==> src/hw/rtl/egsr_pkg.sv <==
`timescale 1ns / 1ps

package egsr_pkg;

  localparam int MaxParticles = 4096;
  localparam int IdxW         = 12;
  localparam int CntW         = 13;
  localparam int WeightW      = 16;
  localparam int WsumW        = 28;
  localparam int SqW          = 44;
  localparam int DrawW        = 13;
  localparam int ProdW        = WsumW + DrawW;
  localparam int SqSplit      = SqW / 2;
  localparam int SqPartW      = SqSplit + CntW;
  localparam int SqTotW       = SqW + CntW;
  // Resampling is skipped below 2 * 2^(2 * WeightW) for square_sum * N.
  localparam int SkipLimBit   = 2 * WeightW + 1;

  localparam logic [DrawW-1:0] DrawsReset = DrawW'(1024);
  localparam logic [DrawW-1:0] DrawsMax   = DrawW'(4096);

  // Result of the accumulate stage for one particle.
  typedef struct packed {
    logic [IdxW-1:0]    index;
    logic               ovf;
    logic               first;
    logic               last;
    logic [WeightW-1:0] offset;
    logic [WsumW-1:0]   wsum;
    logic [SqW-1:0]     sqsum;
    logic [CntW-1:0]    count;
  } acc_t;

  // Result of the multiply stage for one particle.
  typedef struct packed {
    logic [IdxW-1:0]    index;
    logic               ovf;
    logic               first;
    logic               last;
    logic [WeightW-1:0] offset;
    logic [ProdW-1:0]   wprod;
    logic [SqPartW-1:0] sq_hi;
    logic [SqPartW-1:0] sq_lo;
    logic               sq_nz;
    logic               enough;
  } prod_t;

  function automatic logic [DrawW-1:0] clamp_draws(input logic [DrawW-1:0] v);
    logic [DrawW-1:0] r;
    if (v == '0) begin
      r = DrawW'(1);
    end else if (v > DrawsMax) begin
      r = DrawsMax;
    end else begin
      r = v;
    end
    return r;
  endfunction

endpackage

==> src/hw/rtl/egsr_accum.sv <==
`timescale 1ns / 1ps

module egsr_accum import egsr_pkg::*; (
  input  logic               clk_i,
  input  logic               rst_ni,
  input  logic               valid_i,
  output logic               ready_o,
  input  logic [WeightW-1:0] weight_i,
  input  logic [WeightW-1:0] offset_i,
  input  logic               first_i,
  input  logic               last_i,
  output logic               valid_o,
  input  logic               ready_i,
  output acc_t               acc_o
);

  logic               in_valid_q;
  logic [WeightW-1:0] in_weight_q;
  logic [WeightW-1:0] in_offset_q;
  logic               in_first_q;
  logic               in_last_q;

  logic               acc_valid_q;
  acc_t               acc_q, acc_d;

  logic [WsumW-1:0]   wsum_q, wsum_d;
  logic [SqW-1:0]     sqsum_q, sqsum_d;
  logic [CntW-1:0]    count_q, count_d;
  logic [WeightW-1:0] held_u_q, held_u_d;

  logic               acc_ready;
  logic               advance;
  logic [WsumW-1:0]   base_wsum;
  logic [SqW-1:0]     base_sq;
  logic [CntW-1:0]    base_count;
  logic [WsumW:0]     wsum_sum;
  logic [2*WeightW-1:0] wsq;
  logic [SqW:0]       sq_sum;
  logic               ovf;

  assign acc_ready = !acc_valid_q || ready_i;
  assign ready_o   = !in_valid_q || acc_ready;
  assign advance   = in_valid_q && acc_ready;
  assign valid_o   = acc_valid_q;
  assign acc_o     = acc_q;

  always_comb begin
    base_wsum  = in_first_q ? '0 : wsum_q;
    base_sq    = in_first_q ? '0 : sqsum_q;
    base_count = in_first_q ? '0 : count_q;
    held_u_d   = in_first_q ? in_offset_q : held_u_q;

    ovf = base_count >= CntW'(MaxParticles);
    if (ovf) begin
      count_d = CntW'(MaxParticles);
    end else begin
      count_d = base_count + CntW'(1);
    end

    wsum_sum = {1'b0, base_wsum} + (WsumW + 1)'(in_weight_q);
    wsum_d   = wsum_sum[WsumW] ? '1 : wsum_sum[WsumW-1:0];

    wsq     = (2 * WeightW)'(in_weight_q) * (2 * WeightW)'(in_weight_q);
    sq_sum  = {1'b0, base_sq} + (SqW + 1)'(wsq);
    sqsum_d = sq_sum[SqW] ? '1 : sq_sum[SqW-1:0];

    acc_d.index  = ovf ? IdxW'(MaxParticles - 1) : base_count[IdxW-1:0];
    acc_d.ovf    = ovf;
    acc_d.first  = in_first_q;
    acc_d.last   = in_last_q;
    acc_d.offset = held_u_d;
    acc_d.wsum   = wsum_d;
    acc_d.sqsum  = sqsum_d;
    acc_d.count  = count_d;
  end

  always_ff @(posedge clk_i or negedge rst_ni) begin
    if (!rst_ni) begin
      in_valid_q  <= 1'b0;
      acc_valid_q <= 1'b0;
      wsum_q      <= '0;
      sqsum_q     <= '0;
      count_q     <= '0;
      held_u_q    <= '0;
    end else begin
      if (ready_o) begin
        in_valid_q <= valid_i;
      end
      if (acc_ready) begin
        acc_valid_q <= in_valid_q;
      end
      if (advance) begin
        held_u_q <= held_u_d;
        // The last particle closes the set; the held offset survives.
        if (in_last_q) begin
          wsum_q  <= '0;
          sqsum_q <= '0;
          count_q <= '0;
        end else begin
          wsum_q  <= wsum_d;
          sqsum_q <= sqsum_d;
          count_q <= count_d;
        end
      end
    end
  end

  always_ff @(posedge clk_i) begin
    if (valid_i && ready_o) begin
      in_weight_q <= weight_i;
      in_offset_q <= offset_i;
      in_first_q  <= first_i;
      in_last_q   <= last_i;
    end
    if (advance) begin
      acc_q <= acc_d;
    end
  end

`ifndef SYNTH
  a_count_bound: assert property (@(posedge clk_i) disable iff (!rst_ni)
    count_q <= CntW'(MaxParticles))
    else $error("particle count beyond its saturation value");

  a_ovf_index: assert property (@(posedge clk_i) disable iff (!rst_ni)
    acc_valid_q && acc_q.ovf |-> acc_q.index == IdxW'(MaxParticles - 1))
    else $error("overflowing particle without saturated index");
`endif

endmodule

==> src/hw/rtl/egsr_mult.sv <==
`timescale 1ns / 1ps

module egsr_mult import egsr_pkg::*; (
  input  logic             clk_i,
  input  logic             rst_ni,
  input  logic [DrawW-1:0] draw_count_i,
  input  logic             valid_i,
  output logic             ready_o,
  input  acc_t             acc_i,
  output logic             valid_o,
  input  logic             ready_i,
  output prod_t            prod_o
);

  logic  prod_valid_q;
  prod_t prod_q, prod_d;

  assign ready_o = !prod_valid_q || ready_i;
  assign valid_o = prod_valid_q;
  assign prod_o  = prod_q;

  // Three independent products: the scaled weight sum, and the sum of squares
  // times N split in two halves to keep each multiplier narrow.
  always_comb begin
    prod_d.index  = acc_i.index;
    prod_d.ovf    = acc_i.ovf;
    prod_d.first  = acc_i.first;
    prod_d.last   = acc_i.last;
    prod_d.offset = acc_i.offset;
    prod_d.wprod  = ProdW'(acc_i.wsum) * ProdW'(draw_count_i);
    prod_d.sq_hi  = SqPartW'(acc_i.sqsum[SqW-1:SqSplit]) * SqPartW'(acc_i.count);
    prod_d.sq_lo  = SqPartW'(acc_i.sqsum[SqSplit-1:0]) * SqPartW'(acc_i.count);
    prod_d.sq_nz  = |acc_i.sqsum;
    prod_d.enough = acc_i.count >= draw_count_i;
  end

  always_ff @(posedge clk_i or negedge rst_ni) begin
    if (!rst_ni) begin
      prod_valid_q <= 1'b0;
    end else if (ready_o) begin
      prod_valid_q <= valid_i;
    end
  end

  always_ff @(posedge clk_i) begin
    if (valid_i && ready_o) begin
      prod_q <= prod_d;
    end
  end

endmodule

==> src/hw/rtl/egsr_draw.sv <==
`timescale 1ns / 1ps

module egsr_draw import egsr_pkg::*; (
  input  logic             clk_i,
  input  logic             rst_ni,
  input  logic [DrawW-1:0] draw_count_i,
  input  logic             valid_i,
  output logic             ready_o,
  input  prod_t            prod_i,
  output logic             out_valid_o,
  input  logic             out_ready_i,
  output logic [IdxW-1:0]  index_o,
  output logic [DrawW-1:0] copies_o,
  output logic             final_o,
  output logic             need_o,
  output logic             ovf_o
);

  logic             out_valid_q;
  logic [IdxW-1:0]  index_q;
  logic [DrawW-1:0] copies_q, copies_d;
  logic             final_q;
  logic             need_q, need_d;
  logic             ovf_q;
  logic [DrawW-1:0] taken_q, taken_d;

  logic             advance;
  logic [DrawW-1:0] taken_base;
  logic [ProdW-1:0] diff;
  logic [ProdW-WeightW:0] steps;
  logic [DrawW-1:0] cum;
  logic [SqTotW:0]  sq_total;
  logic             sq_small;

  assign ready_o = !out_valid_q || out_ready_i;
  assign advance = valid_i && ready_o;

  always_comb begin
    taken_base = prod_i.first ? '0 : taken_q;

    // Draws at or below the running sum: none before the first point,
    // otherwise one plus the whole steps past it, capped at D.
    diff  = prod_i.wprod - ProdW'(prod_i.offset);
    steps = (ProdW - WeightW + 1)'(diff[ProdW-1:WeightW]) + (ProdW - WeightW + 1)'(1);
    if (prod_i.wprod < ProdW'(prod_i.offset)) begin
      cum = '0;
    end else if (steps > (ProdW - WeightW + 1)'(draw_count_i)) begin
      cum = draw_count_i;
    end else begin
      cum = steps[DrawW-1:0];
    end

    sq_total = (SqTotW + 1)'({prod_i.sq_hi, {SqSplit{1'b0}}})
             + (SqTotW + 1)'(prod_i.sq_lo);
    sq_small = sq_total < ((SqTotW + 1)'(1) << SkipLimBit);

    if (prod_i.last) begin
      copies_d = (draw_count_i > taken_base) ? draw_count_i - taken_base : '0;
      taken_d  = '0;
      need_d   = !(prod_i.sq_nz && sq_small && prod_i.enough);
    end else begin
      need_d = 1'b0;
      if (cum > taken_base) begin
        copies_d = cum - taken_base;
        taken_d  = cum;
      end else begin
        copies_d = '0;
        taken_d  = taken_base;
      end
    end
  end

  always_ff @(posedge clk_i or negedge rst_ni) begin
    if (!rst_ni) begin
      out_valid_q <= 1'b0;
      taken_q     <= '0;
    end else begin
      if (ready_o) begin
        out_valid_q <= valid_i;
      end
      if (advance) begin
        taken_q <= taken_d;
      end
    end
  end

  always_ff @(posedge clk_i) begin
    if (advance) begin
      index_q  <= prod_i.index;
      copies_q <= copies_d;
      final_q  <= prod_i.last;
      need_q   <= need_d;
      ovf_q    <= prod_i.ovf;
    end
  end

  assign out_valid_o = out_valid_q;
  assign index_o     = index_q;
  assign copies_o    = copies_q;
  assign final_o     = final_q;
  assign need_o      = need_q;
  assign ovf_o       = ovf_q;

`ifndef SYNTH
  a_need_only_final: assert property (@(posedge clk_i) disable iff (!rst_ni)
    out_valid_q && !final_q |-> !need_q)
    else $error("resample flag raised on a particle that is not the last");

  a_taken_cleared: assert property (@(posedge clk_i) disable iff (!rst_ni)
    advance && prod_i.last |=> taken_q == '0)
    else $error("draw count not cleared after the last particle");

  a_copies_bound: assert property (@(posedge clk_i) disable iff (!rst_ni)
    out_valid_q |-> copies_q <= DrawsMax)
    else $error("copy count beyond the largest draw count");
`endif

endmodule

==> src/hw/rtl/ess_gated_systematic_resampler.sv <==
`timescale 1ns / 1ps

// Streaming systematic resampler with an effective-sample-size gate. Each
// request on the slave side carries one normalized Q0.16 particle weight; the
// first particle of a set (tuser high) also carries the random draw offset u.
// Each request produces exactly one result: the particle index and the number
// of copies it gets among D draws, where D is the configuration register
// (0 acts as 1, values above 4096 act as 4096). The last particle (tlast)
// takes every remaining draw and also reports whether resampling is needed.
// The block takes one request per clock while the output is not stalled. A
// request accepted into the input register passes through the weight and
// square accumulation, the three multiplies of the sums by D and N, and the
// draw count update in the output register, which returns its result. A
// stalled output only holds back the stages behind it once they are full.
// Write the register only while no request is in flight.

module ess_gated_systematic_resampler import egsr_pkg::*; (
  input  logic        clk_i,
  input  logic        rst_ni,
  input  logic        cfg_we_i,
  input  logic [12:0] cfg_wdata_i,     // desired_count
  input  logic        s_axis_tvalid,
  output logic        s_axis_tready,
  input  logic [31:0] s_axis_tdata,    // [15:0] weight, [31:16] offset
  input  logic        s_axis_tuser,    // [0] first
  input  logic        s_axis_tlast,    // last
  output logic        m_axis_tvalid,
  input  logic        m_axis_tready,
  output logic [31:0] m_axis_tdata,    // [11:0] index, [24:12] copies, [31:25] zero
  output logic [1:0]  m_axis_tuser,    // [0] resample_needed, [1] overflow
  output logic        m_axis_tlast     // final_res
);

  logic [DrawW-1:0] desired_q;
  logic [DrawW-1:0] draw_count;

  logic  acc_valid, acc_ready;
  acc_t  acc;
  logic  prod_valid, prod_ready;
  prod_t prod;

  logic [IdxW-1:0]  index;
  logic [DrawW-1:0] copies;
  logic             need;
  logic             ovf;

  always_ff @(posedge clk_i or negedge rst_ni) begin
    if (!rst_ni) begin
      desired_q <= DrawsReset;
    end else if (cfg_we_i) begin
      desired_q <= cfg_wdata_i;
    end
  end

  assign draw_count = clamp_draws(desired_q);

  egsr_accum u_accum (
    .clk_i    (clk_i),
    .rst_ni   (rst_ni),
    .valid_i  (s_axis_tvalid),
    .ready_o  (s_axis_tready),
    .weight_i (s_axis_tdata[15:0]),
    .offset_i (s_axis_tdata[31:16]),
    .first_i  (s_axis_tuser),
    .last_i   (s_axis_tlast),
    .valid_o  (acc_valid),
    .ready_i  (acc_ready),
    .acc_o    (acc)
  );

  egsr_mult u_mult (
    .clk_i        (clk_i),
    .rst_ni       (rst_ni),
    .draw_count_i (draw_count),
    .valid_i      (acc_valid),
    .ready_o      (acc_ready),
    .acc_i        (acc),
    .valid_o      (prod_valid),
    .ready_i      (prod_ready),
    .prod_o       (prod)
  );

  egsr_draw u_draw (
    .clk_i        (clk_i),
    .rst_ni       (rst_ni),
    .draw_count_i (draw_count),
    .valid_i      (prod_valid),
    .ready_o      (prod_ready),
    .prod_i       (prod),
    .out_valid_o  (m_axis_tvalid),
    .out_ready_i  (m_axis_tready),
    .index_o      (index),
    .copies_o     (copies),
    .final_o      (m_axis_tlast),
    .need_o       (need),
    .ovf_o        (ovf)
  );

  assign m_axis_tdata = {7'd0, copies, index};
  assign m_axis_tuser = {ovf, need};

endmodule
==> config.mk <==
export PLATFORM = sky130hd
export DESIGN_NAME = ess_gated_systematic_resampler
export DESIGN_NICKNAME = d
export VERILOG_FILES = /design/src/hw/rtl/egsr_pkg.sv /design/src/hw/rtl/egsr_accum.sv /design/src/hw/rtl/egsr_mult.sv /design/src/hw/rtl/egsr_draw.sv /design/src/hw/rtl/ess_gated_systematic_resampler.sv
export SDC_FILE = /design/constraint.sdc
export NUM_CORES = 2
export LEC_CHECK = 0
export ABC_CLOCK_PERIOD_IN_PS = 7350
export BUFFER_PORTS_ARGS = -buffer_cell sky130_fd_sc_hd__buf_2
export CORE_MARGIN = 3
export CORE_UTILIZATION = 50
export DETAILED_ROUTE_END_ITERATION = 6
export PLACE_DENSITY = 0.8
export SLEW_MARGIN = 20
export SYNTH_ARGS = -nofsm -noshare
export SYNTH_HDL_FRONTEND = slang
export SYNTH_SLANG_ARGS = --single-unit
==> constraint.sdc <==
create_clock -name clk_i -period 7.35 [get_ports clk_i]
set_clock_uncertainty 0.1 [all_clocks]
set_input_delay 0.3675 -clock clk_i [delete_from_list [all_inputs] [get_ports clk_i]]
set_output_delay 0.3675 -clock clk_i [all_outputs]
set_load 0.01 [all_outputs]
# --- Yosys cells after proc, flatten, opt, wreduce, memory -nomap -nowiden ---
# Cells that the tools add are included.
# W data, S select, Z words.
totals:
  ff_bits: 453
  output_inout_bits: 37
  elab_cells: 94
  input_bits: 52
op_classes:
  multipliers: 4
  magnitude_cmp: 8
  n_mux: 20
  reduce_logical: 17
  addsub: 8
ops:
  columns: ["operator", "count"]
  rows:
  - ["$mux W13", 13]
  - ["$mux W44", 3]
  - ["$mux W28", 3]
  - ["$mul A22 B13 Y35", 2]
  - ["$add A57 B35 Y58", 1]
  - ["$lt A58 B34 Y1 const B", 1]
  - ["$add A44 B32 Y45", 1]
  - ["$reduce_or A44 Y1", 1]
  - ["$lt A41 B16 Y1", 1]
  - ["$mul A28 B13 Y41", 1]
  - ["$sub A41 B16 Y41", 1]
  - ["$mul A16 B16 Y32", 1]
  - ["$add A28 B16 Y29", 1]
  - ["$add A25 B1 Y26 const B", 1]
  - ["$gt A13 B13 Y1", 2]
  - ["$gt A26 B13 Y1", 1]
  - ["$sub A13 B13 Y13", 2]
  - ["$mux W16", 1]
  - ["$add A13 B1 Y13 const B", 1]
  - ["$ge A13 B13 Y1", 1]
  - ["$ge A13 B13 Y1 const B", 1]
  - ["$gt A13 B13 Y1 const B", 1]
  - ["$logic_not A13 Y1", 1]
  - ["$logic_and A1 B1 Y1", 6]
  - ["other kinds (2)", 9]

# --- Logic depth before layout (Yosys ltp) ---
depth:
  word_depth: 9
  mapped_depth: 37

# --- Hierarchy ---
# Synthesis repeated with hierarchy kept, for this count alone.
unflattened:
  cells_unflattened: 6450
  area_unflattened_um2: 60905.9
by_module_without_submodules:
  columns: ["mod", "area_per_inst_um2", "instances", "cells_each", "seq_area_each_um2"]
  rows:
  - ["egsr_mult", 34534.4, 1, 3745, 4349.2]
  - ["egsr_accum", 19667.6, 1, 1884, 7081.8]
  - ["egsr_draw", 6010.8, 1, 765, 1191.1]
  - ["ess_gated_systematic_resampler", 693.2, 1, 56, 326.6]

# --- Least setup slack after synthesis ---
# Ideal clock, no wire load.
synth_timing:
  path_kind: "reg-to-reg"
  from: "register u_mult.prod_q, in the netlist u_mult.prod_o[85]"
  to: "register u_draw.copies_q[3] (netlist: u_draw.copies_o[3]) (data pin)"
  arrival_time_ns: 7.118
  n_path_buf: 1
  period_less_slack_ns: 7.475
  setup_slack_ns: -0.125
  stages_incl_launch_ff: 37
  required_ns: 6.994
  path_cell_list: "edfxtp_1 > ha_1 > and3_1 > nand3_1 > o41a_1 > a32oi_1 > nand2_1 > nand2_1 > ha_1 > inv_1 > a21oi_1 > and3b_1 > a21oi_1 > xnor2_1 > ha_1 > nand3_1 > nor4_1 > a21oi_1 > a22oi_1 > nand4_1 > nor4b_4 > mux2i_1 > nor2_1 > ha_1 > nor2b_1 > o21ai_0 > a21boi_0 > o21ai_0 > a21boi_0 > o211ai_1 > a21oi_1 > o41ai_1 > o21ai_0 > o41ai_1 > nor2_1 > clkbuf_1 > a22o_1"
synth_via:
  elab_chain_cells: 8
synth_rtl:
  columns: ["item", "line_no", "rtl"]
  rows:
  - ["start, declared", "egsr_mult.sv:16", "prod_t prod_q, prod_d;"]
  - ["start signal, assigned", "egsr_mult.sv:47", "prod_q <= prod_d;"]
  - ["$sub A41 B16 Y41", "egsr_draw.sv:43", "diff = prod_i.wprod - ProdW'(prod_i.offset);"]
  - ["$add A25 B1 Y26", "egsr_draw.sv:44", "steps = (ProdW - WeightW + 1)'(diff[ProdW-1:WeightW]) + (ProdW - WeightW + 1)'(1);"]
  - ["$gt A26 B13 Y1", "egsr_draw.sv:47", "end else if (steps > (ProdW - WeightW + 1)'(draw_count_i)) begin"]
  - ["$mux W13", "egsr_draw.sv:47", null]
  - ["$mux W13 *", "egsr_draw.sv:45", "if (prod_i.wprod < ProdW'(prod_i.offset)) begin"]
  - ["$sub A13 B13 Y13 / $gt A13 B13 Y1 (equally long branches)", "egsr_draw.sv:64, egsr_draw.sv:63", null]
  - ["$mux W13 *", "egsr_draw.sv:63", "if (cum > taken_base) begin"]
  - ["$mux W13 *", "egsr_draw.sv:57", "if (prod_i.last) begin"]
  - ["named net u_draw.copies_d[3]", "egsr_draw.sv:21", "logic [DrawW-1:0] copies_q, copies_d;"]
  - ["end signal, assigned", "egsr_draw.sv:90", "copies_q <= copies_d;"]
  - ["end, declared", "egsr_draw.sv:21", null]
# Mark *: on every way through the listed nets, which the timed path passes. The rest lies on a longest branch.
# A chain may end at the register's enable or synchronous reset.

# --- Final worst setup path ---
layout_timing:
  from: "register u_mult.prod_q, in the netlist u_mult.prod_o[74]"
  to: "register u_draw.copies_q[1] (netlist: u_draw.copies_o[1]) (data pin)"
# The elaborated chain is that of the path after synthesis.

==> impl_metrics.tcl <==
set metrics [dict create \
    finalNonFillerCells 7539 \
    yosys.area.top_type "fa_1" \
    cp_num_cells 37 \
    synth-edff-count 300 \
    ys_seq_area_share_pct 21.7 \
    numCtsBuffers 50 \
    die_w_um 343 \
    critPathMaxFanout 7 \
    die_y_um 343 \
    synth_most_common_cell "inv_1" \
    relSlewSlack_pct 32.0 \
    cts_sinks 431 \
    synth_area_um2 56700 \
    num-nets-final 7426 \
    cts_tree "yes" \
    area_delta_synth_final_pct 11.1 \
    endpoint_kind "register" \
    yosys.area.top_type_share_pct 32.6 \
    worst_path_max_delay_cell "edfxtp_1" \
    ys.flop_type "edfxtp_1" \
    ctsRootBufferMaster "clkbuf_16" \
    rows 122 \
    crit_buf_inv 5 \
    utilization_pct 56.4 \
    dr_total_vias 42000 \
    num_io_pins 89 \
    rsz0062_at_grt "yes" \
    cpPeakStageDelay_ns 0.44 \
    drc 0 \
    async_flop_share_pct 30.4 \
    crit_arrival_ns 7.53 \
    grtUsageTotal_pct 24.5 \
    worstSetupPathType "reg2reg" \
    io_buffers 81 \
    worst_path_most_repeated_cell "buf_4" \
    htreeDepth 2 \
    tightest_slew_ns 1.02 \
    drt_iter0_drc 3345 \
    cts_max_path_buffers 3 \
    maxCapViolations 0 \
    grt_overflow 0 \
    fin_crit_sh_pct 98.4 \
    required_ns 7.64 \
    dpl.cell_count 7316 \
    wire_per_inst_um 18.9 \
    ys_ff_latch 431 \
    grt_pass1_vias 44400 \
    synth_cell_types 81 \
    clock_latency_ns 0.64 \
    routed_wl_mm 142 \
    finalSetupViolCount 0 \
    holdPathStages 2 \
    drv_slew 0 \
    crit_path_start_kind "register" \
    max_freq_mhz 138 \
    clkTransAtPathRegs_ns 0.06 \
    status "completed" \
    hold_violations 0 \
    hold_path_class "in2reg" \
    core-area_um2 112000 \
    synthTopCellsByCount "inv_1, fa_1, nand2_1" \
    die_area_um2 117000 \
    synthTopCellsByArea "fa_1, edfxtp_1, ha_1" \
    grt_pass1_wl_mm 232 \
    rrSetupSlack_ns 0.12 \
    min_period_ns 7.23 \
    via_per_inst 5.57 \
    grt_max_degree 108 \
    dr.pass1.iters 5 \
    synthCells 5820 \
    synth_area_per_cell_um2 9.74 \
    antenna_found_initial 0 \
    postRouteAntennaNets 0 \
    yosysWarnings 0 \
    globalplace.congestion 0.937 \
    drive_gt1_share_pct 10.1 \
    start_util_pct 50.8 \
    path_delay_family "compound AO/OA/AOI/OAI gates" \
    reg2reg_depth 37 \
    place_hpwl_mm 108 \
]
[flip-flops by register name, indices dropped and copies added, names as in the netlist]
| signal | flops |
|---|---|
| desired_q | 13 |
| u_accum.held_u_q | 16 |
| u_mult.valid_o | 1 |
| u_accum.in_last_q | 1 |
| u_accum.wsum_q | 28 |
| u_accum.in_offset_q | 16 |
| u_draw.ovf_o | 1 |
| u_accum.in_weight_q | 16 |
| u_mult.prod_o | 122 |
| u_draw.index_o | 12 |
| u_draw.need_o | 1 |
| u_accum.in_first_q | 1 |
| u_draw.copies_o | 13 |
| u_accum.count_q | 13 |
| u_accum.valid_o | 1 |
| u_accum.sqsum_q | 44 |
| u_draw.out_valid_o | 1 |
| u_draw.taken_q | 13 |
| u_draw.final_o | 1 |
| u_accum.in_valid_q | 1 |
| u_accum.acc_o | 116 |
[path summary, 6_finish.rpt]
path	start	endpoint
max	u_mult.prod_o[74]$_DFFE_PP_	u_draw.copies_o[1]$_DFFE_PP_
max reg2reg	u_mult.prod_o[74]$_DFFE_PP_	u_draw.copies_o[1]$_DFFE_PP_
min	cfg_we_i	desired_q[12]$_DFFE_PN0P_
max in group asynchronous	rst_ni	u_accum.wsum_q[5]$_DFFE_PN0P_
min in group asynchronous	rst_ni	u_accum.held_u_q[3]$_DFFE_PN0P_
min reg2reg	u_mult.prod_o[134]$_DFFE_PP_	u_draw.index_o[2]$_DFFE_PP_
[cell type report]
type                    count  area [um2]
clock buffers              61        1380
fillers                  9083       48600
well taps                1488        1860
clock inverters            33         392
flip-flops and latches    431       12300
diodes                      6        15.0
repair buffers            386        3000
inverters                1063        4000
multi-input cells        4071       40000
[through the flow]
stage	hold WS, ns	setup TNS (ns)	area (um2)	setup slack (ns)
2_1_floorplan	-0.0281	0	56700	0.0737
3_3_place_gp	0.301	-3.75	59500	-0.186
3_5_place_dp	0.305	-11.19	59500	-0.489
4_1_cts	0.0781	0	62000	0.00272
5_1_grt	0.179	-6.33	62900	-0.328
6_report	0.140	0	63000	0.118
[layout by cell type (no fill, tap or decap), types with 9 or more instances in the layout]
cell and instances:
inv_1 1056, fa_1 921, nand2_1 859, ha_1 439, and2_1 368, edfxtp_1 300
buf_4 236, nor2_1 178, a21oi_1 132, dfrtp_1 129, xnor2_1 114, o21ai_0 106
buf_2 80, a21o_1 79, nor2b_1 74, a22o_1 74, nand3_1 53, xor2_1 52
clkbuf_16 52, nand2b_1 51, dlygate4sd3_1 51, mux2_2 50, nor3_1 48, nand4_1 43
and3_1 32, o211ai_1 25, o21a_1 24, nor4_1 21, o21bai_1 18, a31oi_1 17
or3_1 14, or2_2 14, mux2i_1 13, a21boi_0 11, buf_12 10, a21oi_2 9
o31ai_1 9
[repair_timing]
item | CTS | global route
endpoints found under the hold margin | 113 | 0
pin swaps | 12 | 49
setup buffers | 17 | 56
cloned | 0 | 3
setup endpoints to repair | 35 | 118
hold buffers | 51 | 0
resized for setup | 21 | 107
[logic make-up (layout without fill, tap and decap cells)]
| family | Yosys count | after routing | share of synthesized area (%) |
|---|---|---|---|
| and+or+nand+nor | 1833 | 1834 | 15.6 |
| adders and majority gates | 1371 | 1371 | 42.5 |
| buffers and inverters | 1325 | 1543 | 8.87 |
| muxes | 67 | 67 | 1.29 |
| other | 1 | 13 | 0.00661 |
| AOI/OAI and AO/OA | 622 | 622 | 7.48 |
| DFF | 431 | 431 | 21.7 |
| xor gates and xnor gates | 170 | 170 | 2.63 |
[metal layers]
metal | up-vias | global-route usage (%) | share of wire (%)
met3 | 283 | 4.92 | 9.4
met2 | 1901 | 39.2 | 46
met4 | 0 | 7.64 | 3.1
met1 | 21100 | 33.7 | 41
met5 | - | 0 | 0
li1 | 18700 | - | -
Power is not shown: default switching activity piles up to over one toggle a cycle in this logic, so the estimate is an artifact.
